**config.mk**
```make
export PLATFORM = sky130hd
export DESIGN_NAME = rgb_to_hsv_converter
export DESIGN_NICKNAME = d
export VERILOG_FILES = /design/src/rtl/rgb2hsv_pkg.sv /design/src/rtl/rgb_to_hsv_converter.sv
export SDC_FILE = /design/constraint.sdc
export NUM_CORES = 1
export LEC_CHECK = 0
export BUFFER_PORTS_ARGS = -buffer_cell sky130_fd_sc_hd__buf_2
export CORE_ASPECT_RATIO = 2
export CORE_MARGIN = 2
export CORE_UTILIZATION = 57
export CTS_CLUSTER_DIAMETER = 30
export DETAILED_ROUTE_END_ITERATION = 7
export PLACE_DENSITY = 0.76
export SLEW_MARGIN = 20
export SYNTH_ARGS = -nofsm -noshare
export SYNTH_HDL_FRONTEND = slang
export SYNTH_SLANG_ARGS = --single-unit
```
**constraint.sdc**
```tcl
create_clock -name aclk -period 29.4 [get_ports aclk]
set_input_delay 5.88 -clock aclk [delete_from_list [all_inputs] [get_ports aclk]]
set_output_delay 5.88 -clock aclk [all_outputs]
set_load 0.01 [all_outputs]
```
**src/rtl/rgb2hsv_pkg.sv**
```systemverilog
// Shared widths, constants, sector codes and the pipeline word type for the
// RGB to HSV converter. No dependencies.
`default_nettype none

package rgb2hsv_pkg;

    // Channel and result widths
    localparam int CH_W  = 8;
    localparam int HUE_W = 15;

    // Hue divider: dividend 7680*e + delta (22 bits), divisor 2*delta (9 bits),
    // quotient below 2^13, so 13 restoring steps suffice.
    localparam int HDIV_W    = 22;
    localparam int HQ_W      = 13;
    localparam int HDEN_W    = 9;
    localparam int HUE_STEPS = HQ_W;

    // Saturation divider: dividend delta*255 (16 bits), divisor max (8 bits),
    // quotient at most 255.
    localparam int SDIV_W    = 16;
    localparam int SQ_W      = 8;
    localparam int SDEN_W    = 8;
    localparam int SAT_STEPS = SQ_W;

    // Hue angles in 1/64 degree
    localparam logic [HUE_W-1:0] HUE_SIXTY      = 15'd3840;
    localparam logic [HUE_W-1:0] HUE_FULL_TURN  = 15'd23040;
    localparam logic [HUE_W-1:0] HUE_RED_WRAP   = HUE_FULL_TURN - HUE_SIXTY;
    localparam logic [HUE_W-1:0] HUE_GREEN_OFS  = HUE_SIXTY;
    localparam logic [HUE_W-1:0] HUE_BLUE_OFS   = 15'd11520;

    typedef enum logic [1:0] {
        SECTOR_RED,
        SECTOR_GREEN,
        SECTOR_BLUE
    } sector_t;

    // One pipeline word. The num fields hold the dividend bits not yet
    // consumed; quotient bits shift in from the bottom.
    typedef struct packed {
        logic [HDEN_W-1:0] rem_h;
        logic [HQ_W-1:0]   num_h;
        logic [HDEN_W-1:0] den_h;
        logic [SDEN_W-1:0] rem_s;
        logic [SQ_W-1:0]   num_s;
        logic [SDEN_W-1:0] den_s;
        sector_t           sector;
        logic              undef;
        logic [CH_W-1:0]   bright;
    } pipe_word_t;

endpackage

`default_nettype wire

```
**src/rtl/rgb_to_hsv_converter.sv**
```systemverilog
// RGB to HSV converter, one pixel per clock while m_ready allows, fully pipelined.
// Depends on rgb2hsv_pkg for widths, hue constants and the pipeline word type.
//
//   Channel  | Ports                                            | Dir
//   ---------+--------------------------------------------------+-----
//   input    | s_valid, s_ready, s_red, s_green, s_blue         | in
//   result   | m_valid, m_ready, m_hue, m_saturation,           | out
//            | m_brightness, m_hue_undefined                    |
//
// A word is taken every cycle while the result side keeps up. The pipeline
// has one front stage (max, min, sector, dividends), 13 restoring divider
// stages and one output stage. The hue divider's 13 quotient bits set
// the depth; the saturation divider rides along in the first 8 of them.
// Reset (aresetn low, synchronous) clears only the valid bits.
// A stall on m_ready freezes the whole pipeline and drops s_ready; nothing
// is lost or repeated.
`default_nettype none

module rgb_to_hsv_converter (
    input  wire logic                           aclk,
    input  wire logic                           aresetn,
    input  wire logic                           s_valid,
    output logic                                s_ready,
    input  wire logic [rgb2hsv_pkg::CH_W-1:0]   s_red,
    input  wire logic [rgb2hsv_pkg::CH_W-1:0]   s_green,
    input  wire logic [rgb2hsv_pkg::CH_W-1:0]   s_blue,
    output logic                                m_valid,
    input  wire logic                           m_ready,
    output logic [rgb2hsv_pkg::HUE_W-1:0]       m_hue,
    output logic [rgb2hsv_pkg::CH_W-1:0]        m_saturation,
    output logic [rgb2hsv_pkg::CH_W-1:0]        m_brightness,
    output logic                                m_hue_undefined
);

    localparam int NSTG = rgb2hsv_pkg::HUE_STEPS;

    // Whole pipeline moves together when the output register is free or drained.
    logic advance;

    rgb2hsv_pkg::pipe_word_t stage_reg  [0:NSTG];
    rgb2hsv_pkg::pipe_word_t stage_next [0:NSTG];
    logic                    valid_reg  [0:NSTG];

    logic                               m_valid_reg;
    logic [rgb2hsv_pkg::HUE_W-1:0]      hue_reg, hue_next;
    logic [rgb2hsv_pkg::CH_W-1:0]       sat_reg;
    logic [rgb2hsv_pkg::CH_W-1:0]       bright_reg;
    logic                               undef_reg;

    assign advance = !m_valid_reg || m_ready;
    assign s_ready = advance;

    // ------------------------------------------------------------------
    // Front stage: max, min, sector, and the two dividends.
    // Hue is rewritten as base - 60deg + round(7680*e / (2*delta)) with
    // e = diff + delta in 0..2*delta, so the divider sees no sign.
    // ------------------------------------------------------------------
    logic [rgb2hsv_pkg::CH_W-1:0]   mx, mn, delta, op_a, op_c;
    rgb2hsv_pkg::sector_t           sector;
    logic [rgb2hsv_pkg::CH_W+1:0]   e_wide;
    logic [rgb2hsv_pkg::HDEN_W-1:0] e_val;
    logic [rgb2hsv_pkg::HDIV_W-1:0] hdiv;
    logic [rgb2hsv_pkg::SDIV_W-1:0] sdiv;

    always_comb begin
        // Red wins ties over green, green over blue.
        if (s_red >= s_green && s_red >= s_blue) begin
            sector = rgb2hsv_pkg::SECTOR_RED;
            mx     = s_red;
        end else if (s_green >= s_blue) begin
            sector = rgb2hsv_pkg::SECTOR_GREEN;
            mx     = s_green;
        end else begin
            sector = rgb2hsv_pkg::SECTOR_BLUE;
            mx     = s_blue;
        end

        mn = s_red;
        if (s_green < mn) mn = s_green;
        if (s_blue < mn) mn = s_blue;
        delta = mx - mn;

        unique case (sector)
            rgb2hsv_pkg::SECTOR_RED: begin
                op_a = s_green;
                op_c = s_blue;
            end
            rgb2hsv_pkg::SECTOR_GREEN: begin
                op_a = s_blue;
                op_c = s_red;
            end
            rgb2hsv_pkg::SECTOR_BLUE: begin
                op_a = s_red;
                op_c = s_green;
            end
            default: begin
                op_a = s_red;
                op_c = s_green;
            end
        endcase

        e_wide = {2'd0, op_a} + {2'd0, delta} - {2'd0, op_c};
        e_val  = e_wide[rgb2hsv_pkg::HDEN_W-1:0];

        // 7680*e + delta, with 7680 = 8192 - 512
        hdiv = {e_val, 13'd0} - {4'd0, e_val, 9'd0} + {14'd0, delta};
        // delta*255 = delta*256 - delta
        sdiv = {delta, 8'd0} - {8'd0, delta};

        stage_next[0].rem_h  = hdiv[rgb2hsv_pkg::HDIV_W-1:rgb2hsv_pkg::HQ_W];
        stage_next[0].num_h  = hdiv[rgb2hsv_pkg::HQ_W-1:0];
        stage_next[0].den_h  = {delta, 1'b0};
        stage_next[0].rem_s  = sdiv[rgb2hsv_pkg::SDIV_W-1:rgb2hsv_pkg::SQ_W];
        stage_next[0].num_s  = sdiv[rgb2hsv_pkg::SQ_W-1:0];
        stage_next[0].den_s  = mx;
        stage_next[0].sector = sector;
        // Saturation is zero exactly when all channels are equal.
        stage_next[0].undef  = (delta == '0);
        stage_next[0].bright = mx;
    end

    // ------------------------------------------------------------------
    // Divider stages: one restoring step of the hue quotient per stage,
    // and one step of the saturation quotient in the first SAT_STEPS.
    // ------------------------------------------------------------------
    for (genvar k = 0; k < NSTG; k++) begin : g_step
        logic [rgb2hsv_pkg::HDEN_W:0] shift_h, sub_h;
        logic                         ge_h;

        always_comb begin
            shift_h = {stage_reg[k].rem_h, stage_reg[k].num_h[rgb2hsv_pkg::HQ_W-1]};
            sub_h   = shift_h - {1'b0, stage_reg[k].den_h};
            ge_h    = shift_h >= {1'b0, stage_reg[k].den_h};
        end

        if (k < rgb2hsv_pkg::SAT_STEPS) begin : g_sat
            logic [rgb2hsv_pkg::SDEN_W:0] shift_s, sub_s;
            logic                         ge_s;

            always_comb begin
                shift_s = {stage_reg[k].rem_s, stage_reg[k].num_s[rgb2hsv_pkg::SQ_W-1]};
                sub_s   = shift_s - {1'b0, stage_reg[k].den_s};
                ge_s    = shift_s >= {1'b0, stage_reg[k].den_s};

                stage_next[k+1]       = stage_reg[k];
                stage_next[k+1].rem_h = ge_h ? sub_h[rgb2hsv_pkg::HDEN_W-1:0]
                                             : shift_h[rgb2hsv_pkg::HDEN_W-1:0];
                stage_next[k+1].num_h = {stage_reg[k].num_h[rgb2hsv_pkg::HQ_W-2:0], ge_h};
                stage_next[k+1].rem_s = ge_s ? sub_s[rgb2hsv_pkg::SDEN_W-1:0]
                                             : shift_s[rgb2hsv_pkg::SDEN_W-1:0];
                stage_next[k+1].num_s = {stage_reg[k].num_s[rgb2hsv_pkg::SQ_W-2:0], ge_s};
            end
        end else begin : g_hue_only
            always_comb begin
                stage_next[k+1]       = stage_reg[k];
                stage_next[k+1].rem_h = ge_h ? sub_h[rgb2hsv_pkg::HDEN_W-1:0]
                                             : shift_h[rgb2hsv_pkg::HDEN_W-1:0];
                stage_next[k+1].num_h = {stage_reg[k].num_h[rgb2hsv_pkg::HQ_W-2:0], ge_h};
            end
        end
    end

    // ------------------------------------------------------------------
    // Output stage: add the sector offset, wrap the red sector below zero,
    // and drop hue to zero for grey pixels.
    // ------------------------------------------------------------------
    logic [rgb2hsv_pkg::HUE_W-1:0] quo;

    always_comb begin
        quo = {2'd0, stage_reg[NSTG].num_h};
        unique case (stage_reg[NSTG].sector)
            rgb2hsv_pkg::SECTOR_RED: begin
                if (quo < rgb2hsv_pkg::HUE_SIXTY) begin
                    hue_next = quo + rgb2hsv_pkg::HUE_RED_WRAP;
                end else begin
                    hue_next = quo - rgb2hsv_pkg::HUE_SIXTY;
                end
            end
            rgb2hsv_pkg::SECTOR_GREEN: hue_next = quo + rgb2hsv_pkg::HUE_GREEN_OFS;
            rgb2hsv_pkg::SECTOR_BLUE:  hue_next = quo + rgb2hsv_pkg::HUE_BLUE_OFS;
            default:                   hue_next = '0;
        endcase
        if (stage_reg[NSTG].undef) begin
            hue_next = '0;
        end
    end

    // Valid bits: cleared by reset, advance with the data.
    always_ff @(posedge aclk) begin
        if (!aresetn) begin
            for (int i = 0; i <= NSTG; i++) begin
                valid_reg[i] <= 1'b0;
            end
            m_valid_reg <= 1'b0;
        end else if (advance) begin
            valid_reg[0] <= s_valid;
            for (int i = 1; i <= NSTG; i++) begin
                valid_reg[i] <= valid_reg[i-1];
            end
            m_valid_reg <= valid_reg[NSTG];
        end
    end

    // Payload: no reset, hold on stall.
    always_ff @(posedge aclk) begin
        if (advance) begin
            for (int i = 0; i <= NSTG; i++) begin
                stage_reg[i] <= stage_next[i];
            end
            hue_reg    <= hue_next;
            sat_reg    <= stage_reg[NSTG].undef ? '0 : stage_reg[NSTG].num_s;
            bright_reg <= stage_reg[NSTG].bright;
            undef_reg  <= stage_reg[NSTG].undef;
        end
    end

    assign m_valid         = m_valid_reg;
    assign m_hue           = hue_reg;
    assign m_saturation    = sat_reg;
    assign m_brightness    = bright_reg;
    assign m_hue_undefined = undef_reg;

endmodule

`default_nettype wire
```
==> results.sh <==
export IMPL_h_tree_depth=3
export IMPL_syn_area_um2=33300
export IMPL_drt_wl_total_um=58700
export IMPL_final_nets=2797
export IMPL_slew_headroom_pct=29.8
export IMPL_synth_edf_count=714
export IMPL_rows=125
export IMPL_wl_met2_um=34600
export IMPL_final_util_pct=64.0
export IMPL_cts_resized=0
export IMPL_ys_ff_latch=724
export IMPL_final_common_cell="edfxtp_1"
export IMPL_dp_cells=3203
export IMPL_endpoint_kind="register"
export IMPL_die_area_um2=60500
export IMPL_synth_main_ff_cell="edfxtp_1"
export IMPL_place_ws_ps=15060
export IMPL_cts_hold_buf=0
export IMPL_synth_distinct_cells=63
export IMPL_drt_vias_per_instance=5.57
export IMPL_maxSlewViolCount=0
export IMPL_wl_met1_um=18000
export IMPL_required_ps=29740
export IMPL_syn_avg_cell_area_um2=13.8
export IMPL_synth_async_reset_ratio_pct=0
export IMPL_grt_pass1_vias=19700
export IMPL_synth_seq_area_share_pct=65.0
export IMPL_crit_path_max_fanout=15
export IMPL_num_fill_cells=4110
export IMPL_hold_violations=0
export IMPL_layout_common_cells="714 x edfxtp_1, 266 x inv_1, 220 x ha_1"
export IMPL_setup_tns_ps=0
export IMPL_antenna_found_initial=0
export IMPL_post_cts_buffers=0
export IMPL_clock_sinks=724
export IMPL_wl_per_cell_um=17.5
export IMPL_critPathLaunchType="input port"
export IMPL_grt_remaining_overflow=0
export IMPL_n_antenna_cell=0
export IMPL_dr_wl_met3_um=1710
export IMPL_drc=0
export IMPL_finClkSkew_ps=29.3
export IMPL_slowest_stage="a211oi_2"
export IMPL_cts_buffers=78
export IMPL_fp_coreArea_um2=57900
export IMPL_finalSetupViolations=0
export IMPL_postSynthNetCount=2683
export IMPL_die_w_um=175
export IMPL_grt_usage_pct=19.7
export IMPL_top_layer_used="met4"
export IMPL_final_cell_count_no_fill=3347
export IMPL_grt_pass1_wl_um=93700
export IMPL_clk_latency_ps=620
export IMPL_max_freq_ghz=0.0726
export IMPL_rsz0062_at_grt="no"
export IMPL_cpMostUsedCell="a21oi_1"
export IMPL_start_util_pct=57.6
export IMPL_drt_pass1_iterations=7
export IMPL_antenna_left=0
export IMPL_largest_reg_flops=677
export IMPL_postSynthCellCount=2407
export IMPL_status="completed"
export IMPL_routabilityCongestion=0.906
export IMPL_post_route_min_period_ps=13770
export IMPL_timing_final_ws_setup_ps=15630
export IMPL_cts_buffer_depth=3
export IMPL_cts_root_buffer="clkbuf_16"
export IMPL_dp_hpwl_um=41700
export IMPL_drt_iter0_markers=1041
export IMPL_cp_arrival_ps=14110
export IMPL_crit_type="in2reg"
export IMPL_fp_dieH_um=346
export IMPL_fin_crit_sh_pct=46.8
export IMPL_drive_gt1_share_pct=10.8
export IMPL_io_pins=62
export IMPL_port_buffers=61
export IMPL_grt_max_degree=151
export IMPL_worst_slew_pin_slew_ps=1050
export IMPL_area_delta_synth_final_pct=11.3
export IMPL_tritoncts="done"
export IMPL_synth_warnings=0
export IMPL_vias=18600
export IMPL_hold_path_class="reg2reg"
export IMPL_drv_cap=0
export IMPL_path_clk_slew_ps=60
export IMPL_max_stage_delay_ps=740
path summary, 6_finish.rpt:
check / start / endpoint / slack (ps) / cells past startpoint
setup / recovery: s_red[1] / stage_reg[0][63] / 15630 / 36
hold / removal: stage_reg[0][353] / stage_reg[0][420] / 400 / 0
setup reg to reg: m_valid / stage_reg[0][481] / 24180 / 6
hold reg to reg: stage_reg[0][353] / stage_reg[0][420] / 400 / 0
layout make-up:
cell class,instances,area [µm²],share of cell area [%]
repair buffers,69,369,0.996
clock buffers,88,2030,5.48
inverters,268,1010,2.73
flip-flops and latches,724,21600,58.4
multi-input cells,1380,10500,28.4
well taps,762,953,2.57
clock inverters,56,526,1.42
cells in the mapped netlist (5+ instances only):
cell type / instances / share of area [%]
a21oi_1: 151 / 2.3
a21boi_0: 30 / 0.68
nor2_1: 183 / 2.1
clkbuf_1: 33 / 0.37
a21o_1: 67 / 1.5
xnor2_1: 88 / 2.3
nor3_1: 8 / 0.12
inv_1: 267 / 3.0
nand2b_1: 64 / 1.2
o31ai_1: 19 / 0.43
xor2_1: 29 / 0.76
and2_1: 15 / 0.28
nor2b_1: 69 / 1.3
nand4_1: 43 / 0.81
o21bai_1: 5 / 0.11
nand3_1: 6 / 0.090
o211a_1: 8 / 0.24
mux2_2: 59 / 2.0
ha_1: 220 / 8.3
nor2_2: 7 / 0.13
o21ai_0: 97 / 1.5
a211oi_1: 10 / 0.23
mux2i_1: 31 / 0.93
fa_1: 28 / 1.7
a311oi_1: 9 / 0.24
o21a_1: 7 / 0.16
dfxtp_1: 10 / 0.60
nand2_1: 77 / 0.87
edfxtp_1: 714 / 64
routing by layer:
| metal | track usage (%) | vias up |
|---|---|---|
| met1 | 16.3 | 9077 |
| met2 | 40.1 | 406 |
| met3 | 2.66 | 204 |
| met4 | 14.6 | 0 |
| li1 | - | 8957 |
| met5 | 0 | - |
stage by stage:
stage / hold WS [ps] / instance area [µm²]
finish: 401 / 37100
global route: 392 / 37100
CTS: 393 / 37100
detailed placement: 405 / 34500
global placement: 401 / 34500
floorplan: 400 / 33300
critical path: cells and delay by family:
kind                       cells  cell delay (ps)
xor gates and xnor gates       3              680
AOI/OAI and AO/OA             12             2640
muxes                          1              340
adders and majority gates      9             3090
and+or+nand+nor                5              930
buffers and inverters          6              520
kinds of logic after synthesis:
family	count (synthesis)	share of synthesized area, %
buffers and inverters	303	3.41
xor gates and xnor gates	119	3.22
muxes	91	2.97
and+or+nand+nor	489	7.27
adders and majority gates	250	10.0
other	1	0.0113
DFF	724	65.0
AOI/OAI and AO/OA	430	8.14
Power is left out: the tool's default activity adds up to more than one toggle a clock period on the data nets, which glitch-free logic cannot reach.
